[src/hdl/nrr_pkg.sv]
// nrr_pkg: shared types, constants and the multi-byte nop table for the nop run rewriter
// no dependencies
package nrr_pkg;

  localparam logic [7:0] NopByte      = 8'h90;
  localparam int unsigned NopMax      = 9;
  localparam int unsigned CmdFifoDepth = 16;

  typedef struct packed {
    logic [7:0] data_byte;
    logic       end_of_buffer;
  } in_item_t;

  typedef struct packed {
    logic [7:0] out_byte;
    logic       run_last;
    logic       stream_end;
  } out_item_t;

  // one command: a nop of nop_len bytes, then optionally the literal byte
  typedef struct packed {
    logic [3:0] nop_len;
    logic       has_byte;
    logic [7:0] data_byte;
    logic       last;
  } cmd_t;

  function automatic logic [7:0] nop_table_byte(input logic [3:0] len, input logic [3:0] idx);
    logic [7:0] b;
    b = 8'h00;
    unique case (len)
      4'd1: b = 8'h90;
      4'd2: b = (idx == 4'd0) ? 8'h66 : 8'h90;
      4'd3: begin
        if (idx == 4'd0) b = 8'h0F;
        else if (idx == 4'd1) b = 8'h1F;
      end
      4'd4: begin
        if (idx == 4'd0) b = 8'h0F;
        else if (idx == 4'd1) b = 8'h1F;
        else if (idx == 4'd2) b = 8'h40;
      end
      4'd5: begin
        if (idx == 4'd0) b = 8'h0F;
        else if (idx == 4'd1) b = 8'h1F;
        else if (idx == 4'd2) b = 8'h44;
      end
      4'd6: begin
        if (idx == 4'd0) b = 8'h66;
        else if (idx == 4'd1) b = 8'h0F;
        else if (idx == 4'd2) b = 8'h1F;
        else if (idx == 4'd3) b = 8'h44;
      end
      4'd7: begin
        if (idx == 4'd0) b = 8'h0F;
        else if (idx == 4'd1) b = 8'h1F;
        else if (idx == 4'd2) b = 8'h80;
      end
      4'd8: begin
        if (idx == 4'd0) b = 8'h0F;
        else if (idx == 4'd1) b = 8'h1F;
        else if (idx == 4'd2) b = 8'h84;
      end
      4'd9: begin
        if (idx == 4'd0) b = 8'h66;
        else if (idx == 4'd1) b = 8'h0F;
        else if (idx == 4'd2) b = 8'h1F;
        else if (idx == 4'd3) b = 8'h84;
      end
      default: b = 8'h00;
    endcase
    return b;
  endfunction

endpackage

[src/hdl/nop_run_rewriter_core.sv]
// nop_run_rewriter_core: top level of the 0x90 run to multi-byte nop rewriter
// depends on nrr_pkg, nrr_front, nrr_cmd_fifo, nrr_back
// Rewrites a byte stream into one of equal length, turning each run of 0x90 into the
// recommended multi-byte nop encodings (9-byte groups, then one nop of the remaining length).
// The front end takes one input transaction per cycle and queues a command whenever an item
// produces output; the back end emits one output byte per cycle unless out_ready_i stalls
// it, so a byte per cycle is sustained. Commands pass the queue and a command register.
// Input ready drops only when the FifoDepth-entry command queue is full, which happens only
// if the output side stalls or a nop burst lags behind more than FifoDepth pending commands.
module nop_run_rewriter_core import nrr_pkg::*; #(
  parameter int unsigned FifoDepth = CmdFifoDepth
) (
  input  logic      clk_i,
  input  logic      rst_ni,
  input  logic      in_valid_i,
  output logic      in_ready_o,
  input  in_item_t  in_data_i,
  output logic      out_valid_o,
  input  logic      out_ready_i,
  output out_item_t out_data_o
);

  logic push, pop, full, empty;
  cmd_t push_cmd, pop_cmd;

  nrr_front u_front (
    .clk_i       (clk_i),
    .rst_ni      (rst_ni),
    .in_valid_i  (in_valid_i),
    .in_ready_o  (in_ready_o),
    .in_data_i   (in_data_i),
    .fifo_full_i (full),
    .push_o      (push),
    .cmd_o       (push_cmd)
  );

  nrr_cmd_fifo #(
    .Depth (FifoDepth)
  ) u_fifo (
    .clk_i       (clk_i),
    .rst_ni      (rst_ni),
    .push_i      (push),
    .push_data_i (push_cmd),
    .pop_i       (pop),
    .pop_data_o  (pop_cmd),
    .full_o      (full),
    .empty_o     (empty)
  );

  nrr_back u_back (
    .clk_i        (clk_i),
    .rst_ni       (rst_ni),
    .fifo_empty_i (empty),
    .fifo_data_i  (pop_cmd),
    .pop_o        (pop),
    .out_valid_o  (out_valid_o),
    .out_ready_i  (out_ready_i),
    .out_data_o   (out_data_o)
  );

endmodule

[src/hdl/nrr_front.sv]
// nrr_front: accepts input transactions, tracks the pending 0x90 run and issues commands
// depends on nrr_pkg
module nrr_front import nrr_pkg::*; (
  input  logic     clk_i,
  input  logic     rst_ni,
  input  logic     in_valid_i,
  output logic     in_ready_o,
  input  in_item_t in_data_i,
  input  logic     fifo_full_i,
  output logic     push_o,
  output cmd_t     cmd_o
);

  logic [3:0] cnt_q, cnt_d;
  logic [3:0] cnt_sat, cnt_inc;
  logic       accept, is_nop, emit;

  assign in_ready_o = !fifo_full_i;
  assign accept     = in_valid_i && in_ready_o;
  assign cnt_sat    = (cnt_q > 4'(NopMax - 1)) ? 4'(NopMax - 1) : cnt_q;
  assign cnt_inc    = cnt_sat + 4'd1;
  assign is_nop     = (in_data_i.data_byte == NopByte);

  always_comb begin
    cmd_o.data_byte = in_data_i.data_byte;
    cmd_o.last      = in_data_i.end_of_buffer;
    if (is_nop) begin
      emit           = (cnt_inc == 4'(NopMax)) || in_data_i.end_of_buffer;
      cmd_o.nop_len  = cnt_inc;
      cmd_o.has_byte = 1'b0;
      cnt_d          = emit ? 4'd0 : cnt_inc;
    end else begin
      emit           = 1'b1;
      cmd_o.nop_len  = cnt_sat;
      cmd_o.has_byte = 1'b1;
      cnt_d          = 4'd0;
    end
  end

  assign push_o = accept && emit;

  always_ff @(posedge clk_i or negedge rst_ni) begin
    if (!rst_ni) begin
      cnt_q <= 4'd0;
    end else if (accept) begin
      cnt_q <= cnt_d;
    end
  end

endmodule

[src/hdl/nrr_cmd_fifo.sv]
// nrr_cmd_fifo: command queue between front and back end
// depends on nrr_pkg
module nrr_cmd_fifo import nrr_pkg::*; #(
  parameter int unsigned Depth = CmdFifoDepth
) (
  input  logic clk_i,
  input  logic rst_ni,
  input  logic push_i,
  input  cmd_t push_data_i,
  input  logic pop_i,
  output cmd_t pop_data_o,
  output logic full_o,
  output logic empty_o
);

  localparam int unsigned PtrW = (Depth > 1) ? $clog2(Depth) : 1;
  localparam int unsigned CntW = $clog2(Depth + 1);

  cmd_t            mem_q [Depth];
  logic [PtrW-1:0] wr_ptr_q, rd_ptr_q;
  logic [CntW-1:0] count_q;
  logic            do_push, do_pop;

  assign full_o     = (count_q == CntW'(Depth));
  assign empty_o    = (count_q == '0);
  assign do_push    = push_i && !full_o;
  assign do_pop     = pop_i && !empty_o;
  assign pop_data_o = mem_q[rd_ptr_q];

  function automatic logic [PtrW-1:0] ptr_next(input logic [PtrW-1:0] p);
    return (p == PtrW'(Depth - 1)) ? '0 : p + 1'b1;
  endfunction

  always_ff @(posedge clk_i) begin
    if (do_push) begin
      mem_q[wr_ptr_q] <= push_data_i;
    end
  end

  always_ff @(posedge clk_i or negedge rst_ni) begin
    if (!rst_ni) begin
      wr_ptr_q <= '0;
      rd_ptr_q <= '0;
      count_q  <= '0;
    end else begin
      if (do_push) wr_ptr_q <= ptr_next(wr_ptr_q);
      if (do_pop) rd_ptr_q <= ptr_next(rd_ptr_q);
      if (do_push && !do_pop) count_q <= count_q + 1'b1;
      else if (do_pop && !do_push) count_q <= count_q - 1'b1;
    end
  end

endmodule

[src/hdl/nrr_back.sv]
// nrr_back: expands queued commands into output bytes, one per cycle unless out_ready_i stalls it
// depends on nrr_pkg
module nrr_back import nrr_pkg::*; (
  input  logic      clk_i,
  input  logic      rst_ni,
  input  logic      fifo_empty_i,
  input  cmd_t      fifo_data_i,
  output logic      pop_o,
  output logic      out_valid_o,
  input  logic      out_ready_i,
  output out_item_t out_data_o
);

  cmd_t       cmd_q;
  logic       vld_q;
  logic [3:0] pos_q;
  logic [3:0] total;
  logic       is_final, fire;

  assign total    = cmd_q.nop_len + {3'b000, cmd_q.has_byte};
  assign is_final = (pos_q == total - 4'd1);
  assign fire     = vld_q && out_ready_i;
  assign pop_o    = (!vld_q || (fire && is_final)) && !fifo_empty_i;

  assign out_valid_o           = vld_q;
  assign out_data_o.out_byte   = (pos_q < cmd_q.nop_len) ?
                                 nop_table_byte(cmd_q.nop_len, pos_q) : cmd_q.data_byte;
  assign out_data_o.run_last   = is_final;
  assign out_data_o.stream_end = is_final && cmd_q.last;

  always_ff @(posedge clk_i) begin
    if (pop_o) begin
      cmd_q <= fifo_data_i;
    end
  end

  always_ff @(posedge clk_i or negedge rst_ni) begin
    if (!rst_ni) begin
      vld_q <= 1'b0;
      pos_q <= 4'd0;
    end else if (pop_o) begin
      vld_q <= 1'b1;
      pos_q <= 4'd0;
    end else if (fire) begin
      if (is_final) begin
        vld_q <= 1'b0;
        pos_q <= 4'd0;
      end else begin
        pos_q <= pos_q + 4'd1;
      end
    end
  end

  a_cmd_nonempty: assert property (@(posedge clk_i) disable iff (!rst_ni)
    vld_q |-> (total != 4'd0) && (total <= 4'(NopMax)))
    else $error("back end holds an empty or oversized command");

  a_pos_in_range: assert property (@(posedge clk_i) disable iff (!rst_ni)
    vld_q |-> (pos_q < total))
    else $error("byte position beyond command length");

  a_advance: assert property (@(posedge clk_i) disable iff (!rst_ni)
    (fire && !is_final) |=> vld_q && (pos_q == $past(pos_q) + 4'd1))
    else $error("command did not advance after a transaction");

  a_stall_hold: assert property (@(posedge clk_i) disable iff (!rst_ni)
    (vld_q && !out_ready_i) |=> vld_q && $stable(pos_q))
    else $error("back end moved while stalled");

endmodule
[config.mk]
export PLATFORM = sky130hd
export DESIGN_NAME = nop_run_rewriter_core
export DESIGN_NICKNAME = d
export VERILOG_FILES = /design/src/hdl/nrr_pkg.sv /design/src/hdl/nop_run_rewriter_core.sv /design/src/hdl/nrr_front.sv /design/src/hdl/nrr_cmd_fifo.sv /design/src/hdl/nrr_back.sv
export SDC_FILE = /design/constraint.sdc
export NUM_CORES = 1
export LEC_CHECK = 0
export ABC_AREA = 1
export BUFFER_PORTS_ARGS = -buffer_cell sky130_fd_sc_hd__buf_2
export CAP_MARGIN = 20
export CORE_MARGIN = 5
export CORE_UTILIZATION = 55
export CTS_CLUSTER_DIAMETER = 150
export DETAILED_ROUTE_END_ITERATION = 16
export PLACE_DENSITY = 0.68
export REMOVE_ABC_BUFFERS = 1
export SLEW_MARGIN = 30
export SYNTH_ARGS = -nofsm -noshare
export SYNTH_HDL_FRONTEND = slang
export SYNTH_SLANG_ARGS = --single-unit
[constraint.sdc]
create_clock -name clk_i -period 5.2 [get_ports clk_i]
set_clock_uncertainty 0.05 [all_clocks]
set_input_delay 0.26 -clock clk_i [delete_from_list [all_inputs] [get_ports clk_i]]
set_output_delay 0.26 -clock clk_i [all_outputs]
set_load 0.1 [all_outputs]
==> metrics.cfg <==
[outcome]
status = finished, final reports clean

[power]
power_mw = 7.44
intPower_mw = 4.37
pwr-share-comb_pct = 38.4
power_leakage_nw = 4.72
switching_share_pct = 41.3
power.switching_mw = 3.07
power_frac_clock_pct = 24.1
powerDensity_mw_per_mm2 = 589
peakVddDrop_v = 0.000460
power_frac_seq_pct = 37.5

[yosys]
synth_seq_area_share_pct = 67.4
synth_edf_count = 238
syn-instance-count = 1022
postSynthAreaPerCell_um2 = 11.2
synthArstFlopShare_pct = 8.46
synth_cell_type_count = 41
ys.flop_type = edfxtp_1
yosysWarnings = 0
synth_seq_cells = 260
synthesis.area_mm2 = 0.0114

[routing]
wirelength_um = 25700
avgRoutedWirePerCell_um = 19.2
vias = 7573
drc = 0
via_per_inst = 5.66
ant_nets = 0
drt_iter0_markers = 848
firstDrtPassIters = 5

[clock_tree]
clock-root-buffer = clkbuf_16
cts_made_buffers = 26
cts.clk_slew.worst_paths_ns = 0.06
cts_buffer_depth = 3
cts_htree_levels = 1
cts.sinks = 260
cts_tree = done
post_cts_resized = 0
worstSkewPairLatency_ns = 0.52

[floorplan]
die_w_um = 154
core_mm2 = 0.0204
fp.dieH_um = 154
rows = 52
dieArea_mm2 = 0.0237
ios = 25
start_util_pct = 56.1

[worst_setup_path]
crit_fanout = 7
cp.required_ns = 4.89
r2r_cells = 17
startpoint_type = flop
critPathArrivalTime_ns = 2.79
worstSetupEndpointType = output pin
reg2reg_from = u_back.cmd_q[10]
startpoint = u_back.pos_q[0]
criticalPathCategory = flop to output pin

[cells_and_area]
final_layout_size_suffix_gt1_share_pct = 11.2
syn_to_final_growth_pct = 10.7
final_cells = 1339
fin_nets = 1088

[timing]
rsz0062_at_grt = no
report.final.slew_viol_count = 0
max_freq_ghz = 0.323
tns_ns = 0
finalCriticalPeriod_ns = 3.10
setup_viol = 0
hold_viol_final = 0
min_period_over_period_pct = 59.6
max_slew_margin_pct = 32.4
worst_pin_slew_ns = 1.01

[global_route]
grt.total_usage_pct = 21.4
grt_pass1_wl_um = 39700
grt_max_degree = 68
grt_pass1_vias = 7113
grt_overflow = 0
antenna_found_initial = 0

[worst_hold_path]
worstHoldStart = in_valid_i
worstHoldPathCells = 4
holdCritPathClass = input port to flop

[placed_design]
placedCellCount = 1295
port_buffers = 24
gp_congestion = 0.860
dp_hpwl_um = 15000

[flow_run]
max-cap-violations = 0

registers in the layout, indices dropped and copies added, names as in the netlist:
register,flops
u_fifo.rd_ptr_q,4
u_front.cnt_q,4
u_fifo.count_q,5
u_back.pos_q,4
u_fifo.wr_ptr_q,4
u_back.out_valid_o,1
u_fifo.mem_q,224
u_back.cmd_q,14
cell type report:
type	count	area, um^2
Sequential cell	260	7700
Inverter	55	209
Fill cell	1579	7720
Multi-Input combinational cell	658	3240
Antenna cell	1	2.50
Clock inverter	9	134
Timing Repair Buffer	53	340
Clock buffer	33	677
Tap cell	270	338
worst paths after layout:
kind,to,slack (ns)
setup / recovery,out_data_o[9],2.10
hold / removal,u_front.cnt_q[0],0.01
setup reg to reg,u_fifo.count_q[4],2.11
hold reg to reg,u_front.cnt_q[0],0.43
max in group asynchronous,u_fifo.rd_ptr_q[0],4.50
min in group asynchronous,u_fifo.wr_ptr_q[0],0.20
cells in the mapped netlist (9+ instances only):
| cell | number | area, um^2 |
|---|---|---|
| o31ai_1 | 14 | 105 |
| o22ai_1 | 20 | 125 |
| nor2_1 | 168 | 631 |
| buf_2 | 24 | 120 |
| nand3_1 | 40 | 200 |
| a21oi_1 | 22 | 110 |
| clkbuf_1 | 14 | 52.6 |
| o21ai_1 | 17 | 85.1 |
| o2111ai_1 | 9 | 78.8 |
| inv_1 | 46 | 173 |
| nand2_1 | 207 | 777 |
| edfxtp_1 | 238 | 7150 |
| ha_1 | 20 | 250 |
| o211ai_1 | 10 | 75.1 |
| dfrtp_1 | 22 | 551 |
| o21ai_0 | 90 | 450 |
cell usage in the layout (no fill, tap or decap), drive strengths merged, types with 2 or more instances in the layout:
master   instances
a21oi           22
a31oi            2
and2             2
buf             52
bufinv           3
clkbuf          33
clkinv           5
dfrtp           22
edfxtp         238
ha              20
inv             55
nand2          217
nand3           42
nand3b           2
nor2           169
nor3             3
o2111ai          9
o211ai          10
o21ai          110
o22ai           20
o31ai           14
or2              3
xnor2            2
xor2             6
critical path, stage by stage, from the launching register on:
cell and delay [ns]:
dfrtp_1 0.49, inv_2 0.10, ha_1 0.21, o21ai_0 0.41, nand2_1 0.16, o31ai_1 0.32, nand2_1 0.09, nand2_1 0.06
buf_2 0.41
logic make-up after synthesis:
family	after synthesis	share of synthesized area (%)
compound gates	188	9.48
simple gates	441	15.9
buf+inv	104	4.20
fa+ha+maj	21	2.37
xor+xnor	8	0.614
flops	260	67.4
metrics by stage:
step,hold slack [ns],area (um^2),util [%],setup WS (ns)
after detailed placement,0.223,11800,58.0,2.11
after CTS,0.00899,12600,62.1,2.09
after global routing,0.0364,12600,62.1,1.82
final,0.00966,12600,62.1,2.10
after floorplan,-0.0856,11100,-,1.18
after global placement,0.214,11800,58.0,2.16
power by group through the flow:
stage / sequential (mW) / combinational [mW] / clock, mW
2_1_floorplan: 2.88 / 2.01 / 0
3_3_place_gp: 2.83 / 2.82 / 0
3_5_place_dp: 2.83 / 2.84 / 0
4_1_cts: 2.79 / 2.86 / 1.82
5_1_grt: 2.82 / 3.14 / 1.91
6_report: 2.79 / 2.86 / 1.79
layer usage:
metal / vias to the layer above / global-route usage, % / part of all wire, %
li1: 3627 / - / -
met1: 3630 / 30.8 / 44
met2: 267 / 34.2 / 47
met3: 49 / 3.32 / 7.5
met4: 0 / 6.18 / 2.3
met5: - / 0 / 0
timing repair:
| item | CTS | global route |
|---|---|---|
| setup endpoints to repair | 0 | 0 |
| endpoints found under the hold margin | 22 | 0 |
| hold buffers | 1 | 0 |
| setup buffers | 0 | 0 |
Power figures use the tool's default switching activity.
